File: config.mk
export PLATFORM = sky130hd
export DESIGN_NAME = sieve_root_per_prime_flat
export DESIGN_NICKNAME = d
export VERILOG_FILES = /design/src/sv/srp_pkg.sv /design/src/sv/srp_if.sv /design/src/sv/sieve_root_per_prime.sv /design/src/sv/srp_divmod.sv /design/src/sv/srp_mulmod.sv /design/src/flat_wrapper.sv
export SDC_FILE = /design/constraint.sdc
export NUM_CORES = 2
export LEC_CHECK = 0
export ABC_CLOCK_PERIOD_IN_PS = 20600
export BUFFER_PORTS_ARGS = -buffer_cell sky130_fd_sc_hd__buf_2
export CAP_MARGIN = 20
export CORE_AREA = 2 2 375 377
export CTS_BUF_LIST = sky130_fd_sc_hd__clkbuf_8
export DETAILED_ROUTE_END_ITERATION = 6
export DIE_AREA = 0 0 377 379
export PLACE_DENSITY_LB_ADDON = 0.05
export SLEW_MARGIN = 20
export SYNTH_ARGS = -nofsm -noshare
export SYNTH_HDL_FRONTEND = slang
export SYNTH_SLANG_ARGS = --single-unit
export TNS_END_PERCENT = 5
File: constraint.sdc
create_clock -name clk -period 20.6 [get_ports clk]
set_clock_uncertainty 0.05 [all_clocks]
set_input_delay 3.09 -clock clk [delete_from_list [all_inputs] [get_ports clk]]
set_output_delay 3.09 -clock clk [all_outputs]
set_load 0.1 [all_outputs]
File: src/sv/srp_pkg.sv
// Package: widths, types and constants shared by the root-per-prime block.
package srp_pkg;
  localparam int WORD_BITS = 32;
  localparam int ROOT_BITS = 31;
  localparam int HALF_BITS = 24;
  localparam int CNT_BITS  = $clog2(WORD_BITS + 1);
  localparam logic [HALF_BITS-1:0] HALF_SIEVE_RESET = HALF_BITS'(32768);

  typedef logic [WORD_BITS-1:0] word_t;

  typedef struct packed {
    word_t                prime;
    word_t                a_residue;
    word_t                b_residue;
    logic [ROOT_BITS-1:0] root_of_n;
    logic                 last_prime;
  } in_req_t;

  typedef struct packed {
    word_t a_inverse;
    word_t root_low;
    word_t root_high;
    logic  no_inverse;
    logic  last_root;
  } out_req_t;

  // a, b < p
  function automatic word_t add_mod(word_t a, word_t b, word_t p);
    logic [WORD_BITS:0] s;
    logic [WORD_BITS:0] d;
    s = {1'b0, a} + {1'b0, b};
    d = s - {1'b0, p};
    return (s >= {1'b0, p}) ? d[WORD_BITS-1:0] : s[WORD_BITS-1:0];
  endfunction

  function automatic word_t sub_mod(word_t a, word_t b, word_t p);
    return (a >= b) ? a - b : a + (p - b);
  endfunction
endpackage

File: src/sv/srp_if.sv
// Handshake interfaces for the request and result channels.
interface srp_in_if (input logic clk);
  import srp_pkg::*;
  logic    valid;
  logic    ready;
  in_req_t data;
  modport source (output valid, output data, input ready);
  modport sink (input valid, input data, output ready);
endinterface

interface srp_out_if (input logic clk);
  import srp_pkg::*;
  logic     valid;
  logic     ready;
  out_req_t data;
  modport source (output valid, output data, input ready);
  modport sink (input valid, input data, output ready);
endinterface

File: src/sv/sieve_root_per_prime.sv
// Top level: per-prime sieve root computation with a small sequencer.
// Each divider or multiplier run goes through start, 32 bit steps, then done.
// Euclid takes at most 45 steps for a 32-bit prime; with no inverse the final
// multiplications are skipped, and a prime below two goes straight to the
// result. One item at a time: ready again the cycle after the result register
// loads, later if the previous result waits.
// Reset (synchronous, rst_n low) idles the sequencer, half_sieve = 32768.
module sieve_root_per_prime (
  input  logic                            clk,
  input  logic                            rst_n,
  input  logic                            cfg_we,
  input  logic [srp_pkg::HALF_BITS-1:0]   cfg_wdata,
  srp_in_if.sink                          in_ch,
  srp_out_if.source                       out_ch
);
  import srp_pkg::*;

  typedef enum logic [10:0] {
    S_IDLE  = 11'b00000000001,
    S_RA    = 11'b00000000010,
    S_RB    = 11'b00000000100,
    S_RS    = 11'b00000001000,
    S_RH    = 11'b00000010000,
    S_EDIV  = 11'b00000100000,
    S_EMUL  = 11'b00001000000,
    S_M1    = 11'b00010000000,
    S_M2    = 11'b00100000000,
    S_FIN   = 11'b01000000000,
    S_OUT   = 11'b10000000000
  } state_t;

  state_t  state_r, state_nxt;
  logic [HALF_BITS-1:0] half_r;
  word_t   p_r, p_nxt, a_r, a_nxt, b_r, b_nxt, s_r, s_nxt, h_r, h_nxt;
  word_t   r0_r, r0_nxt, r1_r, r1_nxt, t0_r, t0_nxt, t1_r, t1_nxt;
  word_t   q_r, q_nxt, m1_r, m1_nxt;
  logic    last_r, last_nxt;
  logic    wait_r, wait_nxt;
  out_req_t res_r, res_nxt;
  logic    ovalid_r, ovalid_nxt;

  logic    dv_start, dv_done, ml_start, ml_done;
  word_t   dv_num, dv_den, dv_quo, dv_rem, ml_a, ml_b, ml_prod;
  word_t   r1s, r2s, tt;

  srp_divmod u_div (.clk, .rst_n, .start(dv_start), .num(dv_num), .den(dv_den),
                    .done(dv_done), .quo(dv_quo), .rem(dv_rem));
  srp_mulmod u_mul (.clk, .rst_n, .start(ml_start), .a(ml_a), .b(ml_b), .p(p_r),
                    .done(ml_done), .prod(ml_prod));

  // config register
  always_ff @(posedge clk) begin
    if (!rst_n) half_r <= HALF_SIEVE_RESET;
    else if (cfg_we) half_r <= cfg_wdata;
  end

  assign in_ch.ready  = (state_r == S_IDLE);
  assign out_ch.valid = ovalid_r;
  assign out_ch.data  = res_r;

  // sequencer
  always_comb begin
    state_nxt = state_r;
    p_nxt = p_r; a_nxt = a_r; b_nxt = b_r; s_nxt = s_r; h_nxt = h_r;
    r0_nxt = r0_r; r1_nxt = r1_r; t0_nxt = t0_r; t1_nxt = t1_r;
    q_nxt = q_r; m1_nxt = m1_r; last_nxt = last_r;
    wait_nxt = 1'b0;
    res_nxt = res_r; ovalid_nxt = ovalid_r;
    dv_start = 1'b0; dv_num = a_r; dv_den = p_r;
    ml_start = 1'b0; ml_a = q_r; ml_b = t1_r;
    tt  = add_mod(m1_r, m1_r, p_r);
    r1s = add_mod(q_r, h_r, p_r);
    r2s = sub_mod(r1s, tt, p_r);
    if (ovalid_r && out_ch.ready) ovalid_nxt = 1'b0;
    unique case (state_r)
      S_IDLE: begin
        if (in_ch.valid) begin
          p_nxt = in_ch.data.prime;
          a_nxt = in_ch.data.a_residue;
          b_nxt = in_ch.data.b_residue;
          s_nxt = WORD_BITS'(in_ch.data.root_of_n);
          last_nxt = in_ch.data.last_prime;
          wait_nxt = 1'b1;
          state_nxt = (in_ch.data.prime < WORD_BITS'(2)) ? S_FIN : S_RA;
          r0_nxt = WORD_BITS'(0);
        end
      end
      S_RA: begin
        dv_num = a_r; dv_start = wait_r;
        if (dv_done) begin a_nxt = dv_rem; wait_nxt = 1'b1; state_nxt = S_RB; end
      end
      S_RB: begin
        dv_num = b_r; dv_start = wait_r;
        if (dv_done) begin b_nxt = dv_rem; wait_nxt = 1'b1; state_nxt = S_RS; end
      end
      S_RS: begin
        dv_num = s_r; dv_start = wait_r;
        if (dv_done) begin s_nxt = dv_rem; wait_nxt = 1'b1; state_nxt = S_RH; end
      end
      S_RH: begin
        dv_num = WORD_BITS'(half_r); dv_start = wait_r;
        if (dv_done) begin
          h_nxt = dv_rem;
          r0_nxt = p_r; r1_nxt = a_r; t0_nxt = '0; t1_nxt = WORD_BITS'(1);
          wait_nxt = 1'b1;
          state_nxt = S_EDIV;
        end
      end
      S_EDIV: begin
        if (r1_r == '0) begin
          state_nxt = S_FIN;
          if (r0_r == WORD_BITS'(1)) begin
            wait_nxt = 1'b1;
            state_nxt = S_M1;
          end
        end else begin
          dv_num = r0_r; dv_den = r1_r; dv_start = wait_r;
          if (dv_done) begin
            q_nxt = dv_quo;  // quotient <= p; a quotient of p adds zero in the multiplier
            r0_nxt = r1_r; r1_nxt = dv_rem;
            wait_nxt = 1'b1;
            state_nxt = S_EMUL;
          end
        end
      end
      S_EMUL: begin
        ml_a = q_r; ml_b = t1_r; ml_start = wait_r;
        if (ml_done) begin
          t0_nxt = t1_r; t1_nxt = sub_mod(t0_r, ml_prod, p_r);
          wait_nxt = 1'b1;
          state_nxt = S_EDIV;
        end
      end
      S_M1: begin
        ml_a = sub_mod(s_r, b_r, p_r); ml_b = t0_r; ml_start = wait_r;
        if (ml_done) begin q_nxt = ml_prod; wait_nxt = 1'b1; state_nxt = S_M2; end
      end
      S_M2: begin
        ml_a = s_r; ml_b = t0_r; ml_start = wait_r;
        if (ml_done) begin m1_nxt = ml_prod; r0_nxt = WORD_BITS'(1); state_nxt = S_FIN; end
      end
      S_FIN: begin
        if (!ovalid_r || out_ch.ready) begin
          res_nxt.last_root = last_r;
          if (r0_r == WORD_BITS'(1) && p_r >= WORD_BITS'(2)) begin
            res_nxt.a_inverse  = t0_r;
            res_nxt.root_low   = (r1s <= r2s) ? r1s : r2s;
            res_nxt.root_high  = (r1s <= r2s) ? r2s : r1s;
            res_nxt.no_inverse = 1'b0;
          end else begin
            res_nxt.a_inverse  = '0;
            res_nxt.root_low   = '0;
            res_nxt.root_high  = '0;
            res_nxt.no_inverse = 1'b1;
          end
          ovalid_nxt = 1'b1;
          state_nxt = S_IDLE;
        end
      end
      S_OUT: state_nxt = S_IDLE;
      default: state_nxt = S_IDLE;
    endcase
  end

  always_ff @(posedge clk) begin
    if (!rst_n) begin
      state_r  <= S_IDLE;
      ovalid_r <= 1'b0;
      wait_r   <= 1'b0;
    end else begin
      state_r  <= state_nxt;
      ovalid_r <= ovalid_nxt;
      wait_r   <= wait_nxt;
    end
    p_r <= p_nxt; a_r <= a_nxt; b_r <= b_nxt; s_r <= s_nxt; h_r <= h_nxt;
    r0_r <= r0_nxt; r1_r <= r1_nxt; t0_r <= t0_nxt; t1_r <= t1_nxt;
    q_r <= q_nxt; m1_r <= m1_nxt; last_r <= last_nxt; res_r <= res_nxt;
  end

  a_onehot: assert property (@(posedge clk) disable iff (!rst_n)
    $onehot(state_r)) else $error("state not one-hot");
  a_accept_idle: assert property (@(posedge clk) disable iff (!rst_n)
    (in_ch.valid && in_ch.ready) |=> (state_r != S_IDLE))
    else $error("accept did not start work");
  a_flag_zero: assert property (@(posedge clk) disable iff (!rst_n)
    (ovalid_r && res_r.no_inverse) |-> (res_r.a_inverse == '0))
    else $error("flagged result with inverse");
  a_order: assert property (@(posedge clk) disable iff (!rst_n)
    ovalid_r |-> (res_r.root_low <= res_r.root_high))
    else $error("roots out of order");
endmodule

File: src/sv/srp_divmod.sv
// Restoring divider: one quotient bit per cycle, also used for reductions.
module srp_divmod (
  input  logic            clk,
  input  logic            rst_n,
  input  logic            start,
  input  srp_pkg::word_t  num,
  input  srp_pkg::word_t  den,
  output logic            done,
  output srp_pkg::word_t  quo,
  output srp_pkg::word_t  rem
);
  import srp_pkg::*;

  logic                 busy_r, busy_nxt;
  logic [CNT_BITS-1:0]  cnt_r, cnt_nxt;
  word_t                q_r, q_nxt, r_r, r_nxt, d_r, d_nxt;
  logic                 done_r, done_nxt;
  logic [WORD_BITS:0]   trial;

  // one shift-subtract step
  always_comb begin
    busy_nxt = busy_r;
    cnt_nxt  = cnt_r;
    q_nxt    = q_r;
    r_nxt    = r_r;
    d_nxt    = d_r;
    done_nxt = 1'b0;
    trial    = {r_r, q_r[WORD_BITS-1]};
    if (start) begin
      busy_nxt = 1'b1;
      cnt_nxt  = CNT_BITS'(WORD_BITS);
      q_nxt    = num;
      r_nxt    = '0;
      d_nxt    = den;
    end else if (busy_r) begin
      if (trial >= {1'b0, d_r}) begin
        r_nxt = WORD_BITS'(trial - {1'b0, d_r});
        q_nxt = {q_r[WORD_BITS-2:0], 1'b1};
      end else begin
        r_nxt = trial[WORD_BITS-1:0];
        q_nxt = {q_r[WORD_BITS-2:0], 1'b0};
      end
      cnt_nxt = cnt_r - 1'b1;
      if (cnt_r == CNT_BITS'(1)) begin
        busy_nxt = 1'b0;
        done_nxt = 1'b1;
      end
    end
  end

  always_ff @(posedge clk) begin
    if (!rst_n) begin
      busy_r <= 1'b0;
      done_r <= 1'b0;
      cnt_r  <= '0;
    end else begin
      busy_r <= busy_nxt;
      done_r <= done_nxt;
      cnt_r  <= cnt_nxt;
    end
    q_r <= q_nxt;
    r_r <= r_nxt;
    d_r <= d_nxt;
  end

  assign done = done_r;
  assign quo  = q_r;
  assign rem  = r_r;

  a_done_after_busy: assert property (@(posedge clk) disable iff (!rst_n)
    done_r |-> $past(busy_r)) else $error("divider done without work");
endmodule

File: src/sv/srp_mulmod.sv
// Shift-and-add modular multiplier, one operand bit per cycle.
module srp_mulmod (
  input  logic            clk,
  input  logic            rst_n,
  input  logic            start,
  input  srp_pkg::word_t  a,
  input  srp_pkg::word_t  b,
  input  srp_pkg::word_t  p,
  output logic            done,
  output srp_pkg::word_t  prod
);
  import srp_pkg::*;

  logic                busy_r, busy_nxt, done_r, done_nxt;
  logic [CNT_BITS-1:0] cnt_r, cnt_nxt;
  word_t               acc_r, acc_nxt, a_r, a_nxt, b_r, b_nxt, p_r, p_nxt;
  word_t               dbl;

  // acc = 2*acc (+a) mod p, MSB first
  always_comb begin
    busy_nxt = busy_r;
    done_nxt = 1'b0;
    cnt_nxt  = cnt_r;
    acc_nxt  = acc_r;
    a_nxt    = a_r;
    b_nxt    = b_r;
    p_nxt    = p_r;
    dbl      = add_mod(acc_r, acc_r, p_r);
    if (start) begin
      busy_nxt = 1'b1;
      cnt_nxt  = CNT_BITS'(WORD_BITS);
      acc_nxt  = '0;
      a_nxt    = a;
      b_nxt    = b;
      p_nxt    = p;
    end else if (busy_r) begin
      acc_nxt = b_r[WORD_BITS-1] ? add_mod(dbl, a_r, p_r) : dbl;
      b_nxt   = {b_r[WORD_BITS-2:0], 1'b0};
      cnt_nxt = cnt_r - 1'b1;
      if (cnt_r == CNT_BITS'(1)) begin
        busy_nxt = 1'b0;
        done_nxt = 1'b1;
      end
    end
  end

  always_ff @(posedge clk) begin
    if (!rst_n) begin
      busy_r <= 1'b0;
      done_r <= 1'b0;
      cnt_r  <= '0;
    end else begin
      busy_r <= busy_nxt;
      done_r <= done_nxt;
      cnt_r  <= cnt_nxt;
    end
    acc_r <= acc_nxt;
    a_r   <= a_nxt;
    b_r   <= b_nxt;
    p_r   <= p_nxt;
  end

  assign done = done_r;
  assign prod = acc_r;

  a_mul_below_p: assert property (@(posedge clk) disable iff (!rst_n)
    done_r |-> (acc_r < p_r)) else $error("product not reduced");
endmodule
File: src/flat_wrapper.sv
// flat-port wrapper written by rule: the top's interface ports become plain ports
module sieve_root_per_prime_flat import srp_pkg::*;
  (clk, rst_n, cfg_we, cfg_wdata, in_ch_valid, in_ch_data, in_ch_ready, out_ch_valid, out_ch_data, out_ch_ready);
  srp_in_if in_ch_i (.clk(clk));
  srp_out_if out_ch_i (.clk(clk));
  input  logic clk;
  input  logic rst_n;
  input  logic cfg_we;
  input  logic [srp_pkg::HALF_BITS-1:0] cfg_wdata;
  input wire logic [$bits(in_ch_i.valid)-1:0] in_ch_valid;
  input wire logic [$bits(in_ch_i.data)-1:0] in_ch_data;
  output wire logic [$bits(in_ch_i.ready)-1:0] in_ch_ready;
  output wire logic [$bits(out_ch_i.valid)-1:0] out_ch_valid;
  output wire logic [$bits(out_ch_i.data)-1:0] out_ch_data;
  input wire logic [$bits(out_ch_i.ready)-1:0] out_ch_ready;
  assign in_ch_i.valid = in_ch_valid;
  assign in_ch_i.data = in_ch_data;
  assign in_ch_ready = in_ch_i.ready;
  assign out_ch_valid = out_ch_i.valid;
  assign out_ch_data = out_ch_i.data;
  assign out_ch_i.ready = out_ch_ready;
  sieve_root_per_prime u_core (.clk(clk), .rst_n(rst_n), .cfg_we(cfg_we), .cfg_wdata(cfg_wdata), .in_ch(in_ch_i), .out_ch(out_ch_i));
endmodule
---- Word level (Yosys, flattened, before mapping) ----
Index checks and enable logic that the tools add are counted.
storage, ports and cells
  bits in registers ....................... 728
  bits of input ports ..................... 157
  output and inout port bits .............. 100
  logic and storage cells ................. 216
cells by class
  add/subtract/negate cells ............... 20
  order comparisons ....................... 11
  eq/ne operators ......................... 25
  mux-type cells .......................... 87
  bitwise gates (word level) .............. 3
  reduce and logical (&&, ||, !) cells .... 34
operator list
  kind                 number
  $mux 32              37
  $pmux 32 s2          8
  $sub 32x32->32       11
  $pmux 32 s4          2
  $ge 33x32->1         5
  $add 32x32->33       4
  $mux 11              11
  $pmux 11 s10         1
  $add 32x32->32       3
  $ge 32x32->1         3
  $eq 32x1->1 const B  1
  $ge 32x2->1 const B  1
  $le 32x32->1         1
  $logic_not 32->1     1
  $lt 32x2->1 const B  1
  $mux 6               4
  $mux 1               20
  $mux 10              2
  $ne 2x2->1 const B   10
  $reduce_bool 2->1    8
  $eq 6x1->1 const B   2
  $reduce_and 3->1     4
  $sub 6x1->6 const B  2
  $eq 11x1->1 const B  1
  other kinds (25)     37

---- Depth between registers and ports, before layout ----
  depth after elaboration ................. 8
  depth in mapped cells ................... 60
  mapped depth without buffers ............ 56

---- Modules after synthesis ----
From an unflattened synthesis, not the netlist that was laid out.
second synthesis, totals
  cells, all modules ...................... 6,069
  area total of the unflattened synthesis .. 56,284.0 sq um
modules (own cells, without submodules)
  module                instances  cells an instance  area an instance (sq um)  sequential area each (sq um)
  sieve_root_per_prime  1          4,276              39,459.1                  14,263.7
  srp_mulmod            1          1,192              10,939.2                  3,683.5
  srp_divmod            1          601                5,885.6                   2,722.6

---- Worst setup path after synthesis ----
No wires, ideal clock.
  kind .................................... register to register
  start ................................... reg u_core.q_r[0]
  end ..................................... reg u_core.res_r (netlist bit u_core.out_ch.data[32]), data pin
  library setup time ...................... 277 ps
  data arrival time ....................... 10,712 ps
  data required time ...................... 20,273 ps
  slack ................................... 9,562 ps
  stages on the path, launching flop included .. 53
  path buffers ............................ 4
  clock period less this slack ............ 11,038 ps
  path through ............................ edfxtp_1 > ha_1 > fa_1 > a211oi_2 > o21ai_2 > o31ai_4 > o31ai_2 > a21oi_1 > o21bai_1 > a21oi_1 > o21ai_0 > a31oi_1 > o21ai_0 > a21o_1 > a21oi_1 > xnor2_1 > ha_1 > nand4_1 > [17 not listed] > a311oi_1 > nor2b_1 > a31oi_1 > xnor2_1 > nand2_1 > or4b_1 > nand2_1 > xnor2_1 > ha_1 > nand4_1 > nor4_1 > o21ai_0 > a211o_1 > o31ai_4 > and2_1 > buf_6 > buf_2 > a211oi_1
on the way
  cells in the longest elaborated chain, start to end .. 7
  elaborated cells on any way between the ends .. 10
  classes of those cells .................. 4 x add/sub; 3 x order compare; 3 x mux
RTL lines
  what                                                   line                          text
  start, declared                                        sieve_root_per_prime.sv:36    word_t q_r, q_nxt, m1_r, m1_nxt;
  start signal, assigned                                 sieve_root_per_prime.sv:177   q_r <= q_nxt; m1_r <= m1_nxt; last_r <= last_nxt; res_r <= res_nxt;
  $add 32x32->33 *                                       srp_pkg.sv:31                 s = {1'b0, a} + {1'b0, b};
  $sub 32x32->32 / $ge 33x32->1 (equally long branches)  srp_pkg.sv:32, srp_pkg.sv:33
  $mux 32 *                                              srp_pkg.sv:33                 return (s >= {1'b0, p}) ? d[WORD_BITS-1:0] : s[WORD_BITS-1:0];
  $add 32x32->32 (tied with other cells)                 srp_pkg.sv:37                 return (a >= b) ? a - b : a + (p - b);
  $mux 32                                                srp_pkg.sv:37
  $le 32x32->1                                           sieve_root_per_prime.sv:148   res_nxt.root_high = (r1s <= r2s) ? r2s : r1s;
  $mux 32 *                                              sieve_root_per_prime.sv:148
  end signal, assigned                                   sieve_root_per_prime.sv:177
  end, declared                                          sieve_root_per_prime.sv:39    out_req_t res_r, res_nxt;
Every way passes the cells marked *; elsewhere a longest branch is shown, timed or not.
A chain may end at the register's enable or synchronous reset.

---- Worst setup path after layout ----
  start ................................... reg u_core.q_r[0]
  end ..................................... reg u_core.res_r (netlist bit u_core.out_ch.data[31]), data pin
Same word-level chain as after synthesis.

==> metrics.md <==
| Metric | Value |
|---|---|
| CP Data Arrival Time | `14030 ps` |
| Multiplexer share of the synthesized area | `0.0316` |
| Crit path top cell by count | `a21oi_1` |
| Crit path launch type | `flop` |
| Period utilisation layout | `0.656` |
| Max frequency | `0.0740 GHz` |
| Routed Antenna Nets | `0` |
| Dpl ws | `7110 ps` |
| Post-CTS setup buffers | `0` |
| Number of slew-limit violations in the final report | `0` |
| CTS Sinks | `727` |
| Sequential share of the synthesized area | `0.375` |
| Synth top cells by count | `nand2_1, edfxtp_1, inv_1, a21oi_1, ha_1` |
| Critical path buffer and inverter count | `4` |
| CP peak stage delay | `580 ps` |
| PwrDens | `129 mW/mm2` |
| Distinct cell type count after synthesis | `96` |
| CP max FO | `54` |
| Status | `finished with violations` |
| DP Cell Count | `8020` |
| Post-Syn Nets | `6763` |
| DR vias/cell | `5.68` |
| IO Count | `257` |
| Number of cell rows | `137` |
| Share of the synthesized area in the top cell type | `0.333` |
| Layout cells sized above 1 | `0.118` |
| Clk_lat worst skew | `900 ps` |
| DRT Pass-1 Iters | `7` |
| CTS root buf | `clkbuf_8` |
| Share of synthesized registers carrying an async set or reset | `0` |
| Count of non-filler cells in the finished layout | `8285` |
| Clock-pin slew on the worst setup and hold paths | `60 ps` |
| Crit-path leading delay family | `compound AO/OA/AOI/OAI gates` |
| H-tree levels | `4` |
| Simple-gate portion of the synthesized area | `0.148` |
| Max Cap Viol | `0` |
| WHS Path Cells | `0` |
| Core Area | `0.139 mm2` |
| First-pass GRT wire length | `318000 um` |
| Crit path kind | `reg -> reg` |
| TritonCTS buffer count | `141` |
| R2R depth | `53` |
| Area grow syn2layout | `12.2%` |
| Min cycle time layout | `13510 ps` |
| Crit Reg-Reg Endpoint | `u_core.out_ch.data[31]` |
| Routed WL | `223000 um` |
| CTS resizes | `0` |
| Leakage | `0.0269 uW` |
| Combinational family with the most area after synthesis | `compound AO/OA/AOI/OAI gates` |
| Number of port buffers | `256` |
| R2r startpoint | `u_core.q_r[0]` |
| Least-Margin Pin Slew | `1010 ps` |
| Hold Path End | `u_core.out_ch.data[0]` |
| Vias in the first global route | `45200` |
| Hold path start | `u_core.last_r` |
| Initial core utilization | `0.397` |
| Synth Register Bits | `727` |
| R2R Setup Slk | `7090 ps` |
| Final setup viols | `0` |
| Post-Syn Area | `0.0551 mm2` |
| Worst Hold Class | `reg -> reg` |
| Maximum vdd drop | `0.000261 V` |
| Data required time of the critical path | `21120 ps` |
| Die ar. | `0.143 mm2` |
| Initial antenna violation count | `21` |
| Highest-delay cell along the critical path | `nor4_1` |
| Cts hold-fix bufs | `0` |
| Mapped Cells | `6054` |
| Syn avg cell area | `9.10 um2` |
| CTS tree | `done` |
| GRT overflow | `0` |
| Final Cell Area | `0.0618 mm2` |
| Worst setup margin | `7090 ps` |
| Layout Nets | `7065` |
| Failing checks | `DRC` |
| Number of synthesized flops with an enable pin | `611` |
| Crit end category | `flop` |
| Detail-routed net length per standard cell | `26.9 um` |
| Top cells by area, synth | `edfxtp_1, ha_1, nand2_1` |
| Placer Congestion | `0.945` |
| Rel. slew slack | `0.313` |
| Final Hold Vio Count | `0` |
| Initial DRC count | `4711` |
| XOR/XNOR Fraction of Synth Area | `0.0566` |
| DP HPWL | `178000 um` |
| Number of remaining DRC errors | `7` |
| TNS Setup | `0 ps` |
| Cell with the most instances after synthesis | `nand2_1` |
| Via Count | `47100` |
| GRT Resource Usage Total | `0.308` |
| Fin util | `0.445` |
| Maximum number of pins on one net before global-route repair | `71` |
| RSZ-0062 raised after global routing | `no` |
| Synth warn | `0` |
| Synth area leader | `edfxtp_1` |
| Clock buffer depth | `3` |
| Adder-cell share of the synthesized area | `0.139` |
| Main synth FF type | `edfxtp_1` |
| Die width | `377 um` |
| Die Height | `379 um` |
| DP Area | `0.0588 mm2` |
| Synth Area in Compound Gates | `0.194` |
-- worst max-delay path by stage --
stage / slack [ps] / endpoint / startpoint / depth (start not counted)
floorplan: 9560 / u_core.out_ch.data[32] / u_core.q_r[0] / 52
global placement: 7270 / u_core.out_ch.data[31] / u_core.q_r[0] / 52
detailed placement: 7110 / u_core.out_ch.data[14] / u_core.q_r[0] / 52
CTS: 7080 / u_core.out_ch.data[14] / u_core.q_r[0] / 52
global route: 5920 / u_core.out_ch.data[14] / u_core.q_r[0] / 52
finish: 7090 / u_core.out_ch.data[31] / u_core.q_r[0] / 53
-- routing by layer --
layer	track usage	vias to the layer above	routed length [um]
li1	-	22300	-
met1	0.418	22800	98800
met2	0.498	1625	102000
met3	0.0438	284	14000
met4	0.113	0	8530
met5	0	-	0
-- registers in the layout (all words and copies together) (netlist names), 10 cells and up --
name and cells:
u_core.b_r 32, u_core.q_r 32, u_core.u_div.quo 32, u_core.u_mul.p_r 32, u_core.s_r 32, u_core.u_div.d_r 32, u_core.u_div.rem 32, u_core.t1_r 32
u_core.p_r 32, u_core.u_mul.prod 32, u_core.state_r 10, u_core.m1_r 32, u_core.r0_r 32, u_core.u_mul.b_r 32, u_core.r1_r 32, u_core.out_ch.data 98
u_core.h_r 32, u_core.t0_r 32, u_core.u_mul.a_r 32, u_core.half_r 24, u_core.a_r 32
-- through the flow --
step | hold WS, ps | power [uW]
CTS | 387 | 7960
floorplan | 350 | 5060
detailed placement | 360 | 6340
global route | 388 | 8530
finish | 367 | 7970
global placement | 353 | 6350
-- cells in the final DEF, fill, tap and decap left out, types with 37 or more instances in the layout --
cell type / n
a211oi_1: 90
a21o_1: 186
a21oi_1: 510
a31oi_1: 37
and2_1: 59
and3_1: 49
buf_2: 256
buf_4: 106
clkbuf_8: 151
dfxtp_1: 115
edfxtp_1: 611
fa_1: 101
ha_1: 451
inv_1: 626
mux2_2: 102
mux2i_1: 53
nand2_1: 720
nand2b_1: 66
nand3_1: 63
nand4_1: 65
nor2_1: 440
nor2b_1: 85
nor3_1: 94
nor4_1: 42
o21a_1: 52
o21ai_0: 419
o21bai_1: 50
xnor2_1: 226
xor2_1: 130
-- where the power goes --
group	internal, uW	total (uW)	switching, uW
clock	860	1580	723
combinational	1630	4370	2740
sequential	1730	2020	285
total	4220	7970	3750
-- logic make-up (layout without fill, tap and decap cells) --
group                    count (synthesis)  in the layout
multiplexers                           158            158
other                                    2              8
XOR/XNOR                               356            356
buffers and inverters                  794           1212
adder cells (fa/ha/maj)                553            553
AO/OA/AOI/OAI                         1679           1679
AND/OR/NAND/NOR                       1785           1785
flip-flops                             727            727
-- final cells by class --
class	count	area, um2
Clock inverter	108	938
Tap cell	1807	2260
Multi-Input combinational cell	4533	31600
Clock buffer	151	2080
Antenna cell	6	15.0
Inverter	591	2220
Sequential cell	727	20700
Fill cell	13900	77000
Timing Repair Buffer	362	2080
No activity file was read; power rests on OpenSTA's default activity.
